**config.mk**
```make
export PLATFORM = sky130hd
export DESIGN_NAME = elu2_front
export DESIGN_NICKNAME = d
export VERILOG_FILES = /design/src/rtl/core/eikonal_local_update_2d_core_defines.svh /design/src/rtl/core/elu2_pkg.sv /design/src/rtl/core/elu2_front.sv
export SDC_FILE = /design/constraint.sdc
export NUM_CORES = 1
export LEC_CHECK = 0
export BUFFER_PORTS_ARGS = -buffer_cell sky130_fd_sc_hd__buf_4
export CORE_AREA = 2 2 167 169
export DETAILED_ROUTE_END_ITERATION = 6
export DIE_AREA = 0 0 169 171
export GPL_TIMING_DRIVEN = 0
export PLACE_DENSITY = 0.65
export SYNTH_ARGS = -nofsm -noshare
export SYNTH_HDL_FRONTEND = slang
export SYNTH_SLANG_ARGS = --single-unit
```
**constraint.sdc**
```tcl
create_clock -name vclk -period 6
set_input_delay 0.3 -clock vclk [all_inputs]
set_output_delay 0.3 -clock vclk [all_outputs]
set_load 0.02 [all_outputs]
```
**src/rtl/core/eikonal_local_update_2d_core_defines.svh**
```systemverilog
// Assertion macros for the eikonal point update core
`ifndef EIKONAL_LOCAL_UPDATE_2D_CORE_DEFINES_SVH
`define EIKONAL_LOCAL_UPDATE_2D_CORE_DEFINES_SVH
`ifndef ASSERT_OFF
`define ELU2_ASSERT(lbl, prop, msg) \
  lbl: assert property (@(posedge clk) disable iff (rst) prop) else $error(msg);
`define ELU2_ASSERT_ALWAYS(lbl, prop, msg) \
  lbl: assert property (@(posedge clk) prop) else $error(msg);
`else
`define ELU2_ASSERT(lbl, prop, msg)
`define ELU2_ASSERT_ALWAYS(lbl, prop, msg)
`endif
`endif

```
**src/rtl/core/elu2_pkg.sv**
```systemverilog
package elu2_pkg;

  localparam int TIME_W = 32;
  localparam int TF     = 16;
  localparam int SPD_W  = 16;
  localparam int SP_W   = 16;
  localparam int U_W    = TIME_W + 2;
  localparam int CU_W   = U_W + 2;
  localparam int DIFF_W = CU_W;
  localparam int A_W    = 2 * SP_W + 5;
  localparam int P_W    = DIFF_W + SPD_W;
  localparam int SC_W   = A_W + 2 * TF + 2;
  localparam int SQ_W   = (SC_W + 1) / 2;
  localparam int RAD_W  = 2 * SQ_W;
  localparam int HALF_W = SQ_W / 2;
  localparam int PH_W   = SQ_W - HALF_W;
  localparam int T_W    = CU_W + SPD_W;
  localparam int TT_W   = T_W + SP_W;
  localparam int T3_W   = TT_W + SP_W;
  localparam int BASE_W = T3_W + 1;
  localparam int NUM_W  = BASE_W + 1;
  localparam int DEN_W  = A_W + SPD_W;
  localparam int IN_W   = 8 * TIME_W + SPD_W;
  localparam int OUT_W  = 40;
  localparam int QDEPTH = 4;
  localparam int QA_W   = $clog2(QDEPTH);

  localparam logic [TIME_W-1:0] TIME_INF      = '1;
  localparam logic [1:0]        ORDER_SECOND  = 2'd2;
  localparam logic [SP_W-1:0]   SPACING_RESET = 16'd256;

  typedef enum logic [1:0] {
    CODE_EXACT = 2'd0,
    CODE_FIRST = 2'd1,
    CODE_DEGEN = 2'd2
  } code_t;

  typedef enum logic [1:0] {
    REG_ROW_SPACING    = 2'd0,
    REG_COLUMN_SPACING = 2'd1,
    REG_SCHEME_ORDER   = 2'd2
  } cfg_idx_t;

  typedef struct packed {
    logic              empty;
    logic              sec;
    logic [TIME_W-1:0] near;
    logic [U_W-1:0]    u2;
  } axis_t;

  typedef struct packed {
    axis_t            ay;
    axis_t            ax;
    logic [SPD_W-1:0] spd;
    logic             none;
  } item_t;

  typedef struct packed {
    logic [SP_W-1:0] dy;
    logic [SP_W-1:0] dx;
    logic            ord2;
  } cfg_t;

  typedef struct packed {
    logic [TIME_W-1:0] arrival_time;
    code_t             error_code;
  } res_t;

endpackage

```
**src/rtl/core/elu2_front.sv**
```systemverilog
module elu2_front import elu2_pkg::*; (
  input  logic [IN_W-1:0] tdata,
  output item_t           item
);

  function automatic axis_t pick(input logic [TIME_W-1:0] na, input logic [TIME_W-1:0] nb,
                                 input logic [TIME_W-1:0] fa, input logic [TIME_W-1:0] fb);
    logic [TIME_W-1:0] n;
    logic [TIME_W-1:0] f;
    axis_t r;
    if (na < nb) begin
      n = na;
      f = fa;
    end else begin
      n = nb;
      f = fb;
    end
    r.empty = (na == TIME_INF) && (nb == TIME_INF);
    r.near  = n;
    r.sec   = !r.empty && (f <= n);
    r.u2    = (U_W'(n) << 2) - U_W'(f);
    return r;
  endfunction

  logic [SPD_W-1:0] spd_raw;

  assign spd_raw = tdata[8*TIME_W +: SPD_W];

  // north far/near, south near/far, west far/near, east near/far
  always_comb begin
    item.ay   = pick(tdata[1*TIME_W +: TIME_W], tdata[2*TIME_W +: TIME_W],
                     tdata[0*TIME_W +: TIME_W], tdata[3*TIME_W +: TIME_W]);
    item.ax   = pick(tdata[5*TIME_W +: TIME_W], tdata[6*TIME_W +: TIME_W],
                     tdata[4*TIME_W +: TIME_W], tdata[7*TIME_W +: TIME_W]);
    item.spd  = (spd_raw == '0) ? SPD_W'(1) : spd_raw;
    item.none = item.ay.empty && item.ax.empty;
  end

endmodule

```
==> qor.csv, run 1 <==
stage;metric;value;unit
timing;fin_crit;5.792;ns
finish;final-seq-area;0;µm²
setup_path;cp_cell_sequence;buf_4 -> inv_1 -> ha_1 -> a21oi_1 -> o21ai_0 -> a21oi_1 -> o41ai_4 -> a21oi_4 -> clkbuf_4 -> clkbuf_2 -> mux2_2 -> ha_1 -> a21oi_1 -> nor2_1 -> nor2_1 -> nor3_1 -> a211oi_1 -> a211oi_1 -> a31o_1 -> nor2_1 -> or4_1 -> buf_4;
finish;insertedDiodeCount;0;
detailed_routing;drtIter0Drc;669;
run_status;status;finished, final reports clean;
grt;track_usage;26.87;%
detailed_routing;drc_errors;0;
yosys;synth_compound_area_share;27.06;%
setup_path;crit_fanout;10;
yosys;synth-xor-area-share;6.481;%
yosys;avgSynthCellArea;6.751;µm²
timing;max_slew_margin;30.03;%
setup_path;arrival;5.49;ns
timing;finalCritPeriodShare;96.54;%
grt;top_usage_layer;met2;
timing;worst_slew_pin_slew;1.040;ns
grt;first_global_vias;11312;
timing;drv_slew;0;
setup_path;cp-end-kind;primary output;
die;die-width;169;µm
grt;met3_usage;2.799;%
placement;gp_congestion;1.011;
yosys;syn-instance-count;1321;
die;initial_core_util;32.64;%
yosys;synth_top_family_by_area;compound AO/OA/AOI/OAI gates;
grt;grt_overflow_total;0;
timing;grt_setup_unrepaired;no;
finish;final_util;46.29;%
finish;n_sequential_cell;0;
placement;hpwl;37.11;mm
timing;hold_violations;0;
setup_path;crit_required;5.70;ns
timing;finalSetupTns;0;ns
setup_path;crit_buf_inv;5;
yosys;synth.mux.area_fraction;8.516;%
setup_path;start_kind;primary input;
yosys;synth.distinct_cells;66;
detailed_routing;vias;11424;
finish;drive_gt1_share;30.30;%
detailed_routing;wl_per_cell;19.81;µm
detailed_routing;dr.pass1.iters;5;
timing;clock.fmax;172.6;MHz
yosys;ys_warn_count;0;
detailed_routing;vias_per_cell;5.453;
finish;fillers;2807;
die;fp.dieArea;0.02890;mm²
setup_path;critPathKind;primary input to primary output;
grt;grt_pass1_wl;61.09;mm
grt;use_met2;51.30;%
placement;io_buffers;425;
worst_hold_path;min_path_type;primary input to primary output;
detailed_routing;drt_wl_total;41.51;mm
job;maxCapViolations;0;
finish;syn2layout_area_growth;41.82;%
pwr;powerDensity;222.4;mW/mm²
die;io_pins;425;
grt;antenna_found_initial;0;
die;core;0.02732;mm²
finish;nets;2209;
grt;grtUsageMet1;30.58;%
yosys;syn-cell-area;0.008919;mm²
finish;multi_input_area;0.007971;mm²
yosys;syn_nets;1779;
timing;setup_viol;0;
die;rows;61;
yosys;synth-adder-area-share;26.43;%
setup_path;cpMaxStageDelayCell;or4_1;
finish;nClkBuffers;0;
yosys;synthSimpleGateAreaFrac;20.15;%
detailed_routing;ant_nets;0;
setup_path;slowest_delay;0.57;ns
pwr;finalPower;2.814;mW
yosys;ys_seq_area_share;0;%
pwr;vdd_drop_max;0.0002135;V
pwr;p_leak;6.980;nW
grt;grt_max_degree;11;
setup_path;critPathTopFamily;compound AO/OA/AOI/OAI gates;
die;die_h;171;µm
worst min-delay path: cells and delay by family:
family / cells / cell delay, ns
buffers and inverters: 2 / 0.21
AOI/OAI and AO/OA: 1 / 0.08
layout by cell type (no fill, tap or decap), drive strengths merged, types with 4 or more instances in the layout:
cell type / count
buf: 429
inv: 211
ha: 186
a21oi: 176
nor2: 103
a21o: 69
nand4: 67
mux2: 63
nand2: 60
clkbuf: 57
o21ai: 52
xnor2: 40
xor2: 26
nor2b: 20
nand3: 20
nor3: 15
nor4: 15
a211oi: 14
nand2b: 14
and3: 9
o31ai: 9
o21bai: 8
and2: 7
o211ai: 6
and4: 6
a41oi: 6
o21a: 6
mux2i: 5
a311oi: 4
a31oi: 4
layer usage:
| layer | part of all wire (%) | vias up |
|---|---|---|
| met5 | 0 | - |
| met4 | 4.5 | 0 |
| met3 | 6.4 | 80 |
| met2 | 50 | 498 |
| met1 | 40 | 5279 |
| li1 | - | 5567 |
through the flow:
step                hold WS (ns)  worst slack (ns)  cells  cell area [µm²]
finish                    0.8855            0.2077   2095            12650
global route              0.8953          0.003104   2095            12650
global placement          0.8837           -0.5761   2092            12540
CTS                       0.8887           0.05983   2094            12570
detailed placement        0.8868           -0.5816   2092            12540
floorplan                 0.7437            0.8169   1321             8919
cells in the mapped netlist, types with 8 or more instances:
cell        n  share of area (%)
xnor2_1    40                3.9
xor2_1     26                2.6
nor2b_1    20                1.4
o21ai_1    13               0.73
a211oi_1   14                1.2
a21o_1     69                5.8
a21oi_1   175                9.8
nor4_1     14               0.98
o21ai_0    37                2.1
ha_1      186                 26
nor2_1    103                4.3
nand4_1    66                4.6
inv_1     210                8.8
clkbuf_1   57                2.4
mux2_2     63                8.0
nand3_1    20                1.1
and3_1      9               0.63
nor3_1     13               0.73
o21bai_1    8               0.67
nand2_1    60                2.5
nand2b_1   14               0.98
cells by family after synthesis:
family | after synthesis
buffers and inverters | 269
and+or+nand+nor | 347
adders and majority gates | 189
muxes | 68
AOI/OAI and AO/OA | 382
xor gates and xnor gates | 66
report_power, final:
| group | internal (mW) | switching (mW) |
|---|---|---|
| logic | 1.15 | 1.66 |
| clock network | 0 | 0 |
| registers | 0 | 0 |
| total | 1.15 | 1.66 |
worst paths after layout:
path / startpoint / to / slack [ns] / cells past startpoint
min: tdata[256] / item[1] / 0.89 / 3
max: tdata[201] / item[47] / 0.21 / 22
final cells by class:
cell class                      instances  area share, %
Multi-Input combinational cell       1052          63.02
Tap cell                              346          3.423
Timing Repair Buffer                  428          25.40
Buffer                                 58          1.889
Inverter                              211          6.262
repair_timing:
action	4_1_cts	5_1_grt
hold buffers	0	0
buffers inserted	2	1
endpoints found under the setup margin	19	25
pin swaps	0	2
resized for setup	7	22
Note: power is estimated with default switching activity, not from simulation.
==> run 2: changes to the inputs <==
CORE_AREA = not set   (was 2 2 167 169)
CORE_ASPECT_RATIO = 0.6   (was not set)
CORE_MARGIN = 2   (was not set)
CORE_UTILIZATION = 40   (was not set)
DIE_AREA = not set   (was 0 0 169 171)
PLACE_DENSITY = 0.76   (was 0.65)
REMOVE_ABC_BUFFERS = 1   (was not set)
==> qor.csv, run 2 (synthesized netlist as in run 1, its figures left out) <==
stage;metric;value;unit
timing;finalCritPeriodShare;95.91;%
timing;clock.fmax;173.8;MHz
pwr;vdd_drop_max;0.0002003;V
die;die_h;119.7;µm
finish;final_common_cell;buf_4;
grt;antenna_found_initial;0;
finish;syn2layout_area_growth;40.05;%
die;rows;42;
placement;gp_congestion;1.090;
timing;finalSetupTns;0;ns
job;maxCapViolations;0;
finish;mostFrequentLayoutCells;436 x buf_4, 210 x inv_1, 186 x ha_1;
grt;first_global_vias;10256;
finish;finalInstanceArea;0.01249;mm²
setup_path;cp_cell_sequence;buf_4 -> ha_1 -> nand2_1 -> nor3_1 -> a21oi_2 -> o41ai_4 -> a21oi_2 -> a21oi_1 -> inv_1 -> ha_1 -> nand2_1 -> nor3_1 -> a211oi_1 -> a211oi_1 -> a31o_1 -> nor2_1 -> or4_1 -> buf_4;
setup_path;slowest_delay;0.60;ns
pwr;p_leak;6.958;nW
detailed_routing;drc_errors;0;
die;io_pins;425;
detailed_routing;ant_nets;0;
detailed_routing;drt_wl_total;41.11;mm
grt;grt_overflow_total;0;
finish;nClkBuffers;0;
grt;track_usage;32.65;%
setup_path;critPathKind;primary input to primary output;
placement;hpwl;36.06;mm
worst_hold_path;min_path_type;primary input to primary output;
die;core;0.02197;mm²
pwr;powerDensity;230.0;mW/mm²
timing;fin_crit;5.755;ns
die;initial_core_util;40.60;%
setup_path;arrival;5.45;ns
setup_path;crit_fanout;17;
die;fp.dieArea;0.02355;mm²
setup_path;cp-end-kind;primary output;
timing;setup_viol;0;
detailed_routing;vias;11535;
timing;hold_violations;0;
finish;insertedDiodeCount;0;
grt;grt_pass1_wl;60.05;mm
die;die-width;196.8;µm
setup_path;start_kind;primary input;
setup_path;cpMaxStageDelayCell;a21oi_1;
placement;placed_area;0.01232;mm²
detailed_routing;wl_per_cell;20.65;µm
timing;worst_slew_pin_slew;0.9377;ns
detailed_routing;vias_per_cell;5.794;
run_status;status;finished, final reports clean;
placement;io_buffers;425;
grt;grt_max_degree;38;
detailed_routing;drtIter0Drc;1081;
detailed_routing;dr.pass1.iters;6;
timing;max_slew_margin;37.48;%
finish;fillers;2140;
timing;drv_slew;0;
cts;ctsHoldBuffers;0;
finish;nets;2165;
finish;drive_gt1_share;31.32;%
setup_path;crit_required;5.70;ns
finish;n_sequential_cell;0;
finish;final-seq-area;0;µm²
-- run 2: area by class of cell --
type / instances / area, µm² / share of cell area, %
inverters: 211 / 792.0 / 6.341
well taps: 286 / 357.8 / 2.865
multi-input cells: 1055 / 8008 / 64.11
repair buffers: 439 / 3333 / 26.69
-- run 2: metal layers --
metal	track usage, %	part of all wire [%]
met4	2.350	1.0
met5	0	0.071
met1	51.80	48
met2	44.99	39
met3	7.757	12
-- run 2: report_power, final --
group          leakage [nW]  total [mW]  internal [mW]  switching [mW]
logic                  6.96        2.87           1.17            1.71
clock network             0           0              0               0
registers                 0           0              0               0
total                  6.96        2.87           1.17            1.71
-- run 2: path summary, 6_finish.rpt --
| path | from | endpoint | slack (ns) | cells past startpoint |
|---|---|---|---|---|
| setup / recovery | tdata[165] | item[47] | 0.25 | 18 |
| hold / removal | tdata[260] | item[5] | 0.81 | 2 |
-- run 2: timing repair --
item                                    4_1_cts  5_1_grt
gates cloned                                  1        2
setup buffers                                 0       11
pin swaps                                     1        2
resized for setup                             2        8
endpoints found under the setup margin       24       23
-- run 2: critical path, delay by kind of cell --
kind            cells  cell delay [ns]
compound gates      7             2.44
simple gates        6             1.41
fa+ha+maj           2             0.77
buf+inv             3             0.53
-- run 2: stage by stage --
stage	setup slack [ns]	hold WS (ns)	instances	util [%]	total power, mW
after floorplan	-1.144	0.6000	1263	-	1.676
after CTS	0.01947	0.8091	1978	56.18	2.789
final	0.2453	0.8084	1991	56.86	2.873
after global placement	-3.088	0.8072	1974	55.75	2.755
after detailed placement	-0.5128	0.8090	1977	56.11	2.770
after global routing	-0.01626	0.8125	1991	56.86	3.062
