==> src/rtl/core/eikonal_local_update_2d_core_defines.svh <==
// Assertion macros for the eikonal point update core
`ifndef EIKONAL_LOCAL_UPDATE_2D_CORE_DEFINES_SVH
`define EIKONAL_LOCAL_UPDATE_2D_CORE_DEFINES_SVH
`ifndef ASSERT_OFF
`define ELU2_ASSERT(lbl, prop, msg) \
  lbl: assert property (@(posedge clk) disable iff (rst) prop) else $error(msg);
`define ELU2_ASSERT_ALWAYS(lbl, prop, msg) \
  lbl: assert property (@(posedge clk) prop) else $error(msg);
`else
`define ELU2_ASSERT(lbl, prop, msg)
`define ELU2_ASSERT_ALWAYS(lbl, prop, msg)
`endif
`endif

==> src/rtl/core/elu2_pkg.sv <==
package elu2_pkg;

  localparam int TIME_W = 32;
  localparam int TF     = 16;
  localparam int SPD_W  = 16;
  localparam int SP_W   = 16;
  localparam int U_W    = TIME_W + 2;
  localparam int CU_W   = U_W + 2;
  localparam int DIFF_W = CU_W;
  localparam int A_W    = 2 * SP_W + 5;
  localparam int P_W    = DIFF_W + SPD_W;
  localparam int SC_W   = A_W + 2 * TF + 2;
  localparam int SQ_W   = (SC_W + 1) / 2;
  localparam int RAD_W  = 2 * SQ_W;
  localparam int HALF_W = SQ_W / 2;
  localparam int PH_W   = SQ_W - HALF_W;
  localparam int T_W    = CU_W + SPD_W;
  localparam int TT_W   = T_W + SP_W;
  localparam int T3_W   = TT_W + SP_W;
  localparam int BASE_W = T3_W + 1;
  localparam int NUM_W  = BASE_W + 1;
  localparam int DEN_W  = A_W + SPD_W;
  localparam int IN_W   = 8 * TIME_W + SPD_W;
  localparam int OUT_W  = 40;
  localparam int QDEPTH = 4;
  localparam int QA_W   = $clog2(QDEPTH);

  localparam logic [TIME_W-1:0] TIME_INF      = '1;
  localparam logic [1:0]        ORDER_SECOND  = 2'd2;
  localparam logic [SP_W-1:0]   SPACING_RESET = 16'd256;

  typedef enum logic [1:0] {
    CODE_EXACT = 2'd0,
    CODE_FIRST = 2'd1,
    CODE_DEGEN = 2'd2
  } code_t;

  typedef enum logic [1:0] {
    REG_ROW_SPACING    = 2'd0,
    REG_COLUMN_SPACING = 2'd1,
    REG_SCHEME_ORDER   = 2'd2
  } cfg_idx_t;

  typedef struct packed {
    logic              empty;
    logic              sec;
    logic [TIME_W-1:0] near;
    logic [U_W-1:0]    u2;
  } axis_t;

  typedef struct packed {
    axis_t            ay;
    axis_t            ax;
    logic [SPD_W-1:0] spd;
    logic             none;
  } item_t;

  typedef struct packed {
    logic [SP_W-1:0] dy;
    logic [SP_W-1:0] dx;
    logic            ord2;
  } cfg_t;

  typedef struct packed {
    logic [TIME_W-1:0] arrival_time;
    code_t             error_code;
  } res_t;

endpackage

==> src/rtl/core/elu2_queue.sv <==
module elu2_queue import elu2_pkg::*; (
  input  logic  clk,
  input  logic  rst,
  input  logic  wr,
  input  item_t wdata,
  output logic  full,
  input  logic  rd,
  output item_t rdata,
  output logic  nonempty
);

  item_t           mem [QDEPTH];
  logic [QA_W-1:0] wp;
  logic [QA_W-1:0] rp;
  logic [QA_W:0]   count;

  assign full     = (count == (QA_W+1)'(QDEPTH));
  assign nonempty = (count != '0);
  assign rdata    = mem[rp];

  always_ff @(posedge clk) begin
    if (wr) begin
      mem[wp] <= wdata;
    end
  end

  always_ff @(posedge clk) begin
    if (rst) begin
      wp    <= '0;
      rp    <= '0;
      count <= '0;
    end else begin
      if (wr) begin
        wp <= wp + QA_W'(1);
      end
      if (rd) begin
        rp <= rp + QA_W'(1);
      end
      count <= count + (QA_W+1)'(wr) - (QA_W+1)'(rd);
    end
  end

endmodule

==> config.mk <==
export PLATFORM = sky130hd
export DESIGN_NAME = elu2_queue
export DESIGN_NICKNAME = d
export VERILOG_FILES = /design/src/rtl/core/eikonal_local_update_2d_core_defines.svh /design/src/rtl/core/elu2_pkg.sv /design/src/rtl/core/elu2_queue.sv
export SDC_FILE = /design/constraint.sdc
export NUM_CORES = 1
export LEC_CHECK = 0
export BUFFER_PORTS_ARGS = -buffer_cell sky130_fd_sc_hd__buf_2
export CAP_MARGIN = 20
export CORE_MARGIN = 2
export CORE_UTILIZATION = 55
export CTS_CLUSTER_DIAMETER = 80
export DETAILED_ROUTE_END_ITERATION = 6
export HOLD_SLACK_MARGIN = 0.12
export PLACE_DENSITY = 0.77
export SLEW_MARGIN = 20
export SYNTH_ARGS = -nofsm -noshare
export SYNTH_HDL_FRONTEND = slang
export SYNTH_SLANG_ARGS = --single-unit
==> constraint.sdc <==
create_clock -name clk -period 12.89 [get_ports clk]
set_input_delay 0.6445 -clock clk [delete_from_list [all_inputs] [get_ports clk]]
set_output_delay 0.6445 -clock clk [all_outputs]
set_load 0.05 [all_outputs]
==> results of run 1 <==
[per-layer routing]
| layer | track usage | vias up | routed length (um) |
|---|---|---|---|
| met5 | 0 | - | 111 |
| met3 | 0.0645 | 82 | 3930 |
| met1 | 0.282 | 5212 | 17200 |
| met2 | 0.320 | 364 | 20800 |
| met4 | 0.0594 | 18 | 907 |
| li1 | - | 4353 | - |
[kinds of logic (layout without fill, tap and decap cells)]
logic type,after synthesis,after routing,share of synthesized area
AOI/OAI and AO/OA,2,2,0.000668
xor gates and xnor gates,3,3,0.00184
adders and majority gates,7,7,0.00423
buffers and inverters,40,434,0.0106
DFF,621,621,0.826
muxes,154,154,0.154
other,0,6,0
and+or+nand+nor,14,14,0.00340
[per-stage QoR]
step / worst slack, ns / utilization / hold slack (ns) / instances / power [W]
finish: 8.68 / 0.653 / 0.268 / 1773 / 0.00464
detailed placement: 8.87 / 0.607 / 0.525 / 1663 / 0.00303
CTS: 8.24 / 0.653 / 0.229 / 1767 / 0.00469
global placement: 8.87 / 0.607 / 0.509 / 1663 / 0.00302
floorplan: 8.22 / - / 0.492 / 841 / 0.00287
global route: 8.32 / 0.653 / 0.239 / 1767 / 0.00479
[state kept, by name, summed over array words and instances, names as in the netlist, named ones only]
| name | flops |
|---|---|
| mem | 612 |
| count | 3 |
| rp | 2 |
| wp | 2 |
[worst max-delay path, cell delays in order, from the launching register on]
cell and delay (ns):
dfxtp_4 0.76, buf_6 0.61, buf_4 0.63, mux4_2 0.59, buf_2 0.23
[how the worst min path moves through the flow]
stage / start / endpoint / slack (ns) / cells after the start
CTS: wdata[93] / mem[3][93]$_DFFE_PP_ / 0.23 / 1
global placement: rp[1]$_SDFFE_PP0P_ / register / 0.51 / 2
detailed placement: rp[0]$_SDFFE_PP0P_ / register / 0.52 / 2
floorplan: rp[1]$_SDFFE_PP0P_ / register / 0.49 / 2
finish: wdata[12] / mem[0][12]$_DFFE_PP_ / 0.27 / 1
global route: wdata[60] / mem[0][60]$_DFFE_PP_ / 0.24 / 1
[report_power, final]
group / switching [W] / internal (W)
clock network: 0.000686 / 0.000972
logic: 0.000444 / 0.000184
registers: 0.0000310 / 0.00232
[area by class of cell]
cell class / instances / area (um^2)
sequential: 621 / 18600
fill: 2621 / 14100
tap: 532 / 666
multi-input combinational: 180 / 3690
clock buffer: 68 / 1510
antenna: 6 / 15.0
timing repair buffer: 324 / 1660
inverter: 6 / 22.5
clock inverter: 36 / 359
[cell usage in the layout, fill, tap and decap left out, types with 7 or more instances in the layout]
master / netlist / routed
buf_4: 0 / 12
mux4_2: 153 / 153
clkbuf_1: 6 / 7
clkinv_2: 0 / 15
bufinv_16: 0 / 7
dfxtp_1: 9 / 7
clkinv_1: 0 / 9
buf_2: 17 / 311
clkbuf_16: 0 / 57
edfxtp_1: 612 / 612
==> reports/metrics.yaml, run 1 <==
drt:
  route.vias.total: 10000
  drc: 0
  routedWlPerCell_um: 24.2
  detail-route-antenna-nets: 0
  viasPerCell: 5.66
  drt_first_pass_iters: 4
  finalWirelength_um: 42900
  dr.first_iter.drc_count: 726
cells_and_area:
  area_growth_pct: 17.8
  final_nets: 1354
  drive_above_1_share: 0.463
  design_area_um2: 26500
floorplan:
  die_width_um: 206
  initial_core_util: 0.554
  die_area_um2: 42500
  ios: 312
  core_um2: 40600
  row_count: 74
  die_height_um: 206
grt:
  grt_pass1_wl_um: 63600
  grt_max_degree: 68
  track_usage: 0.205
  grt_pass1_vias: 10400
  antenna_found_initial: 14
  gr-total-overflow: 0
sta:
  period_share: 0.326
  finClkSkew_ns: 0.0121
  tns_ns: 0
  slew_violations: 0
  hold_viol_final: 0
  worst_pin_slew_ns: 1.02
  rsz0062_at_grt: "false"
  fmax_mhz: 238
  min_period_ns: 4.21
  relSlewSlack: 0.322
  finalSetupViolations: 0
setup_path:
  path_max_fanout: 49
  rr_startpoint: "wp[0]$_SDFFE_PP0P_"
  critPathKind: "reg -> out"
  cp-start-kind: "register"
  rrSetupSlack_ns: 9.75
  cp_data_required_time_ns: 12.25
  cp.arrival_ns: 3.56
  ff2ff_path_depth: 4
  r2r-end: "mem[3][67]$_DFFE_PP_"
  end_kind: "output port"
  crit_path_end: "rdata[70]"
yosys:
  synth-edff-count: 612
  ys_async_sr_fraction: 0
  syn_nets: 1005
  synth_area_um2: 22500
  synth_seq_area_share: 0.826
  yosysWarnings: 0
  synth_cell_types: 21
  syn_avg_cell_area_um2: 26.7
  synthCells: 841
  synth_most_common_cell: "edfxtp_1"
  synth-seq-cells: 621
  synth_top_flop_cell: "edfxtp_1"
  synth.area.top_cells: "edfxtp_1 (82%), mux4_2 (15%), dfxtp_1 (0.80%)"
  synth_commonest_cells: "edfxtp_1 (612), mux4_2 (153), buf_2 (17)"
  synth_area_leader_cell: "edfxtp_1"
  netlist.area_leader.share: 0.817
hold_path:
  hp-class: "in -> reg"
clocking:
  cts_root_buf: "clkbuf_16"
  tritoncts: "yes"
  clock_path_buffers: 3
  holdBufCountCts: 0
  clk_latency_ns: 0.59
  numCtsBuffers: 57
  htree_levels: 2
  cts.clk_slew.worst_paths_ns: 0.06
  post-cts-setup-buffers: 0
  ctsResizeCount: 0
  cts.sinks: 621
placement:
  hpwl_um: 25600
  portBuffers: 311
  place_area_um2: 24600
  gp_congestion: 0.761
power:
  power_leakage_nw: 8.89
  p_per_area_nw_per_um2: 175
  peakVddDrop_mv: 0.128
job:
  cap_viol_max_count: 0
outcome:
  outcome: "complete, no violations"
Power figures use the tool's default switching activity.
==> inputs of run 2 (changes only) <==
--- a/config.mk
+++ b/config.mk
@@ -5,6 +5,7 @@
 export SDC_FILE = /design/constraint.sdc
 export NUM_CORES = 1
 export LEC_CHECK = 0
+export ABC_AREA = 1
 export BUFFER_PORTS_ARGS = -buffer_cell sky130_fd_sc_hd__buf_2
 export CAP_MARGIN = 20
 export CORE_MARGIN = 2
@@ -12,7 +13,7 @@
 export CTS_CLUSTER_DIAMETER = 80
 export DETAILED_ROUTE_END_ITERATION = 6
 export HOLD_SLACK_MARGIN = 0.12
-export PLACE_DENSITY = 0.77
+export PLACE_DENSITY = 0.76
 export SLEW_MARGIN = 20
 export SYNTH_ARGS = -nofsm -noshare
 export SYNTH_HDL_FRONTEND = slang
==> constraint.sdc (replaced) <==
create_clock -name clk -period 4 [get_ports clk]
set_input_delay 0.2 -clock clk [delete_from_list [all_inputs] [get_ports clk]]
set_output_delay 0.2 -clock clk [all_outputs]
set_load 0.05 [all_outputs]
==> run 2 against run 1 <==
  * Sequential share of layout area shrank 8.0 points
  * Count of clock-buffer cells in the layout grew 17
  * Critical path depth is the same
  * Largest power group unchanged
  * Area after synthesis grew 8.9%
  * Design area grew 13%
  * Critical path type unchanged
  * Via count grew 51%
  * Clock power grew to 3.3 times the previous value
  * Sequential power grew to 3.2 times the previous value
  * Core utilization grew 2.4 points
==> reports/metrics.yaml, run 2 <==
cells_and_area:
  largest_register: "mem"  # unchanged
  largest_register_ffs: 612  # unchanged
  final_cell_mix: "edfxtp_1 (612), inv_1 (318), nand2_1 (314)"  # was edfxtp_1 (612), buf_2 (311), mux4_2 (153)
  layout_commonest_cell: "edfxtp_1"  # unchanged
  drive_above_1_share: 0.180  # was 0.463
  area_growth_pct: 22.1  # was 17.8%
  final_nets: 2454  # was 1,354
  top_regs: "mem x612, count x3"  # unchanged
  layout.cells.non_filler: 2937  # was 1,773
grt:
  grt_max_degree: 153  # was 68
  antenna_found_initial: 7  # was 14
  track_usage: 0.218  # was 0.205
  grt_pass1_vias: 15100  # was 10.4k
  grt_pass1_wl_um: 79000  # was 63,600 um
  gr-total-overflow: 0  # unchanged
setup_path:
  cp-start-kind: "register"  # unchanged
  cpMaxStageDelayCell: "dfxtp_4"  # unchanged
  cp.arrival_ns: 2.76  # was 3.56 ns
  cp_top_family: "flip-flops"  # was buffers and inverters
  slowest_delay_ns: 0.96  # was 0.76 ns
  path_max_fanout: 73  # was 49
  cp_num_buf_inv: 2  # was 3
  path_cells: "buf_4, o211ai_1, nand2_1, buf_2"  # was buf_6, buf_4, mux4_2, buf_2
  rr_startpoint: "wp[0]$_SDFFE_PP0P_"  # unchanged
  end_kind: "output port"  # unchanged
  r2r-end: "mem[2][59]$_DFFE_PP_"  # was mem[3][67]$_DFFE_PP_
  cp_data_required_time_ns: 3.80  # was 12.25 ns
  rrSetupSlack_ns: 1.20  # was 9.75 ns
  critPathKind: "reg -> out"  # unchanged
  ff2ff_path_depth: 6  # was 4
hold_path:
  hold_depth: 3  # was 1
  hp-class: "in -> reg"  # unchanged
  whs_endpoint: "count[1]$_SDFF_PP0_"  # was mem[0][12]$_DFFE_PP_
  worstHoldStart: "rst"  # was wdata[12]
floorplan:
  die_width_um: 215  # was 206 um
  die_area_um2: 46200  # was 42,500 um^2
  row_count: 77  # was 74
  core_um2: 44100  # was 40,600 um^2
  die_height_um: 215  # was 206 um
  ios: 312  # unchanged
  initial_core_util: 0.555  # was 0.554
sta:
  tns_ns: 0  # unchanged
  relSlewSlack: 0.274  # was 0.322
  min_period_ns: 2.96
  fmax_mhz: 338
  finalSetupViolations: 0  # unchanged
  hold_viol_final: 0  # unchanged
  worst_pin_slew_ns: 1.09  # was 1.02 ns
  period_share: 0.739
  rsz0062_at_grt: "false"  # unchanged
  slew_violations: 0  # unchanged
  finClkSkew_ns: 0.0121  # about the same
  finalWorstSetupSlack_ns: 1.04  # was 8.68 ns
clocking:
  cts_root_buf: "clkbuf_16"  # unchanged
  clock_path_buffers: 3  # unchanged
  post-cts-setup-buffers: 0  # unchanged
  ctsResizeCount: 0  # unchanged
  clk_latency_ns: 0.60  # was 0.59 ns
  htree_levels: 2  # unchanged
  tritoncts: "yes"  # unchanged
  cts.sinks: 621  # unchanged
  numCtsBuffers: 60  # was 57
  cts.clk_slew.worst_paths_ns: 0.06  # about the same
yosys:
  synth-edff-count: 612  # unchanged
  yosysWarnings: 0  # unchanged
  ys_async_sr_fraction: 0  # unchanged
  netlist.area_leader.share: 0.751  # was 0.817
  synth_area_um2: 24500  # was 22,500 um^2
  synth_cell_types: 18  # was 21
  synth_top_flop_cell: "edfxtp_1"  # unchanged
  syn_avg_cell_area_um2: 13.3  # was 26.7 um^2
  synth_seq_area_share: 0.758  # was 0.826
  synth_commonest_cells: "edfxtp_1 (612), inv_1 (322), nand2_1 (314)"  # was edfxtp_1 (612), mux4_2 (153), buf_2 (17)
  synth.area.top_cells: "edfxtp_1 (75%), inv_1 (4.9%), nand2_1 (4.8%)"  # was edfxtp_1 (82%), mux4_2 (15%), dfxtp_1 (0.80%)
  synth-seq-cells: 621  # unchanged
  synthCells: 1841  # was 841
  syn_nets: 2005  # was 1,005
  synth_most_common_cell: "edfxtp_1"  # unchanged
  synth_area_leader_cell: "edfxtp_1"  # unchanged
placement:
  place_inst: 2663  # was 1,663
  portBuffers: 311  # unchanged
  dp_slack_ns: 1.13  # was 8.87 ns
  hpwl_um: 27800  # was 25,600 um
  gp_congestion: 0.758  # was 0.761
drt:
  drc: 0  # unchanged
  detail-route-antenna-nets: 0  # unchanged
  finalWirelength_um: 50500  # was 42,900 um
  routedWlPerCell_um: 17.2  # was 24.2 um
  route.vias.total: 15200  # was 10.0k
  viasPerCell: 5.17  # was 5.66
  dr.first_iter.drc_count: 1404  # was 726
  drt_first_pass_iters: 5  # was 4
power:
  power_leakage_nw: 11.6  # was 8.89 nW
  finalPower_w: 0.0151  # was 0.00464 W
  peakVddDrop_mv: 0.427  # was 0.128 mV
  p_per_area_nw_per_um2: 506  # was 175 nW/um^2
job:
  cap_viol_max_count: 0  # unchanged
outcome:
  outcome: "complete, no violations"  # unchanged
-- run 2: cell count changes after synthesis, sizes merged, moves of 56 or more --
cell	previous run	this run
o211ai	0	153
mux4	153	0
inv	6	322
nand2	0	314
buf	28	84
o21ai	0	157
a21oi	1	159
-- run 2: layout make-up --
class | count | area, um^2
multi-input combinational | 796 | 4030
clock inverter | 25 | 249
tap | 592 | 741
timing repair buffer | 489 | 3400
sequential | 621 | 18600
inverter | 322 | 1220
fill | 3013 | 14200
clock buffer | 85 | 1660
antenna | 7 | 17.5
-- run 2: worst max-delay path by stage --
stage	startpoint	to	slack (ns)	cells after the start
final	register	rdata[85]	1.04	4
after global routing	register	rdata[78]	0.87	4
after CTS	register	rdata[85]	1.00	4
after detailed placement	wp[0]$_SDFFE_PP0P_	mem[2][55]$_DFFE_PP_	1.13	6
after global placement	wp[0]$_SDFFE_PP0P_	mem[2][57]$_DFFE_PP_	1.11	6
after floorplan	wp[0]$_SDFFE_PP0P_	mem[3][0]$_DFFE_PP_	0.03	3
-- run 2: what timing repair did --
| item | CTS | global route |
|---|---|---|
| hold buffers | 157 | 0 |
| endpoints found under the hold margin | 621 | 0 |
| endpoints found under the setup margin | 0 | 0 |
-- run 2: worst register-to-register path, delay by kind of cell (launching register included) --
family                   cells  cell delay (ns)
adder cells (fa/ha/maj)      1             0.16
AND/OR/NAND/NOR              1             0.08
buffers and inverters        4             1.83
flip-flops                   1             0.33
-- run 2: power breakdown --
part / leakage, nW / total (W) / internal [W] / switching, W
clock network: 0.938 / 0.00546 / 0.00319 / 0.00227
registers: 5.70 / 0.00754 / 0.00745 / 0.0000925
logic: 5.01 / 0.00213 / 0.000536 / 0.00160
total: 11.6 / 0.0151 / 0.0112 / 0.00396
-- run 2: metal layers --
layer	global-route usage	vias up	part of all wire
met2	0.372	462	0.50
met5	0	-	0.00016
met1	0.272	7310	0.41
met3	0.0558	79	0.071
li1	-	7332	-
met4	0.0733	2	0.024
-- run 2: cells by family (layout without fill, tap and decap cells) --
kind of cell | after synthesis | after routing | synth area share
AOI/OAI and AO/OA | 469 | 469 | 0.112
adders and majority gates | 7 | 7 | 0.00388
buffers and inverters | 424 | 921 | 0.0774
DFF | 621 | 621 | 0.758
other | 0 | 7 | 0
and+or+nand+nor | 320 | 320 | 0.0492
-- run 2: metrics by stage --
stage | hold WS, ns | instance area, um^2 | util
after floorplan | 0.271 | 24500 | -
after global placement | 0.391 | 26400 | 0.598
after detailed placement | 0.403 | 26400 | 0.598
after CTS | 0.293 | 29900 | 0.677
after global routing | 0.312 | 29900 | 0.677
final | 0.319 | 29900 | 0.677
==> inputs of run 3 (changes only) <==
--- a/config.mk
+++ b/config.mk
@@ -5,15 +5,15 @@
 export SDC_FILE = /design/constraint.sdc
 export NUM_CORES = 1
 export LEC_CHECK = 0
-export ABC_AREA = 1
+export ABC_AREA = 0
 export BUFFER_PORTS_ARGS = -buffer_cell sky130_fd_sc_hd__buf_2
 export CAP_MARGIN = 20
 export CORE_MARGIN = 2
-export CORE_UTILIZATION = 55
+export CORE_UTILIZATION = 51
 export CTS_CLUSTER_DIAMETER = 80
 export DETAILED_ROUTE_END_ITERATION = 6
 export HOLD_SLACK_MARGIN = 0.12
-export PLACE_DENSITY = 0.76
+export PLACE_DENSITY = 0.75
 export SLEW_MARGIN = 20
 export SYNTH_ARGS = -nofsm -noshare
 export SYNTH_HDL_FRONTEND = slang
==> constraint.sdc (replaced) <==
create_clock -name clk -period 2.4 [get_ports clk]
set_input_delay 0.12 -clock clk [delete_from_list [all_inputs] [get_ports clk]]
set_output_delay 0.12 -clock clk [all_outputs]
set_load 0.05 [all_outputs]
==> run 3 against run 2 <==
  * Worst setup slack worse by 0.97 ns
  * Cell count is 32% lower
  * Design area is 3.6% lower
  * Non-clock buffer count is 19 higher
  * Routed wire length is 8.2% lower
  * Die area is 0.96% lower
  * Worst hold slack worse by 0.045 ns
  * Via count is 29% lower
  * First-iteration DRC count is 43% lower
  * Critical endpoint is now rdata[89]
  * Largest cell class unchanged
  * Highest routed layer is now met4
==> reports/metrics.yaml, run 3 (synthesis gave the netlist of run 1 again) <==
sta:
  min_period_ns: 2.33
  period_share: 0.971
  relSlewSlack: 0.612  # was 0.274
  finClkSkew_ns: 0.0154  # was 0.0121 ns
  fmax_mhz: 429
  rsz0062_at_grt: "true"  # was false
  finalSetupViolations: 0  # unchanged
  hold_viol_final: 0  # unchanged
  slew_violations: 0  # unchanged
  timing.hold.ws_ns: 0.274  # was 0.319 ns
  worst_pin_slew_ns: 0.582  # was 1.09 ns
setup_path:
  r2r-end: "count[2]$_SDFF_PP0_"  # was mem[2][59]$_DFFE_PP_
  cp.arrival_ns: 2.21  # was 2.76 ns
  rrSetupSlack_ns: 0.74  # was 1.20 ns
  end_kind: "output port"  # unchanged
  cp_data_required_time_ns: 2.28  # was 3.80 ns
  path_max_fanout: 21  # was 73
  cp-start-kind: "register"  # unchanged
  critPathKind: "reg -> out"  # unchanged
  rr_startpoint: "count[0]$_SDFF_PP0_"  # was wp[0]$_SDFFE_PP0P_
  ff2ff_path_depth: 7  # was 6
grt:
  grt_pass1_wl_um: 70100  # was 79,000 um
  gr-total-overflow: 0  # unchanged
  antenna_found_initial: 4  # was 7
  grt_max_degree: 83  # was 153
  grt_pass1_vias: 11800  # was 15.1k
  track_usage: 0.203  # was 0.218
drt:
  dr.first_iter.drc_count: 795  # was 1,404
  route.vias.total: 10800  # was 15.2k
  detail-route-antenna-nets: 0  # unchanged
  drt_first_pass_iters: 5  # unchanged
  drc: 0  # unchanged
  routedWlPerCell_um: 23.1  # was 17.2 um
  finalWirelength_um: 46400  # was 50,500 um
  viasPerCell: 5.39  # was 5.17
cells_and_area:
  largest_register_ffs: 612  # unchanged
  final_cell_mix: "edfxtp_1 (612), buf_2 (269), dlygate4sd3_1 (157)"  # was edfxtp_1 (612), inv_1 (318), nand2_1 (314)
  drive_above_1_share: 0.415  # was 0.180
  fillCellCount: 2670  # was 3,013
  largest_register: "mem"  # unchanged
  top_regs: "mem x612, count x3"  # unchanged
  multi_input_area_um2: 3690  # was 4030 um^2
  final_nets: 1540  # was 2,454
  layout_commonest_cell: "edfxtp_1"  # unchanged
  area_growth_pct: 28.2  # was 22.1%
  ff_latch_area_um2: 18600  # unchanged
floorplan:
  ios: 312  # unchanged
  row_count: 76  # was 77
  die_height_um: 214  # was 215 um
  initial_core_util: 0.520  # was 0.555
  core_um2: 43300  # was 44,100 um^2
  die_width_um: 214  # was 215 um
  die_area_um2: 45800  # was 46,200 um^2
clocking:
  clk_latency_ns: 0.61  # was 0.60 ns
  cts_root_buf: "clkbuf_16"  # unchanged
  tritoncts: "yes"  # unchanged
  cts.clk_slew.worst_paths_ns: 0.06  # about the same
  clock_path_buffers: 3  # unchanged
  htree_levels: 2  # unchanged
  cts.sinks: 621  # unchanged
  numCtsBuffers: 59  # was 60
job:
  cap_viol_max_count: 0  # unchanged
hold_path:
  worstHoldStart: "wdata[60]"  # was rst
  hold_depth: 2  # was 3
  whs_endpoint: "mem[2][60]$_DFFE_PP_"  # was count[1]$_SDFF_PP0_
  hp-class: "in -> reg"  # unchanged
placement:
  hpwl_um: 26600  # was 27,800 um
  portBuffers: 311  # unchanged
  gp_congestion: 0.742  # was 0.758
power:
  finalPower_w: 0.0255  # was 0.0151 W
  power_leakage_nw: 9.82  # was 11.6 nW
  peakVddDrop_mv: 0.758  # was 0.427 mV
  p_per_area_nw_per_um2: 884  # was 506 nW/um^2
outcome:
  outcome: "complete, no violations"  # unchanged
[run 3: worst max-delay path by stage]
stage | start | endpoint | cells after the start | slack (ns)
global placement | register | rdata[61] | 3 | 0.60
detailed placement | register | rdata[107] | 3 | 0.60
floorplan | wp[0]$_SDFFE_PP0P_ | mem[2][0]$_DFFE_PP_ | 3 | 0.33
finish | register | rdata[89] | 4 | 0.07
CTS | register | rdata[84] | 4 | -0.03
global route | register | rdata[144] | 3 | -0.05
[run 3: layout make-up]
cell class                 instances  area share
tap                              585      0.0254
inverter                           6    0.000782
sequential                       621       0.644
clock inverter                    26     0.00951
clock buffer                      76      0.0549
antenna                            4    0.000347
timing repair buffer             508       0.136
multi-input combinational        180       0.128
[run 3: what timing repair did]
| item | CTS | global route |
|---|---|---|
| endpoints found under the hold margin | 639 | 0 |
| hold buffers | 157 | 0 |
| gates cloned | 0 | 2 |
| gates resized for setup | 61 | 4 |
| buffers inserted | 0 | 1 |
| endpoints found under the setup margin | 50 | 101 |
[run 3: per-stage QoR]
step	instances	utilization	TNS [ns]	area (um^2)	setup slack, ns
2_1_floorplan	841	-	0	22500	0.332
3_3_place_gp	1740	0.580	0	25100	0.602
3_5_place_dp	1740	0.580	0	25100	0.603
4_1_cts	1999	0.664	-0.161	28700	-0.0309
5_1_grt	2006	0.666	-1.54	28800	-0.0545
6_report	2006	0.666	0	28800	0.0691
[run 3: per-layer routing]
metal	vias to the layer above	part of all wire	GRT usage
li1	4729	-	-
met1	5626	0.40	0.267
met2	379	0.51	0.333
met3	82	0.068	0.0481
met4	0	0.026	0.0753
met5	-	0	0
[run 3: worst max-delay path, cell delays in order (launching register included)]
cell     delay, ns
dfxtp_4       0.40
buf_12        0.23
buf_16        0.20
mux4_2        0.55
buf_4         0.21
[run 3: where the power goes]
part | total (W) | internal, W | switching, W
Clock | 0.00898 | 0.00525 | 0.00373
Combinational | 0.00389 | 0.00136 | 0.00253
Sequential | 0.0126 | 0.0125 | 0.000131
Total | 0.0255 | 0.0191 | 0.00639
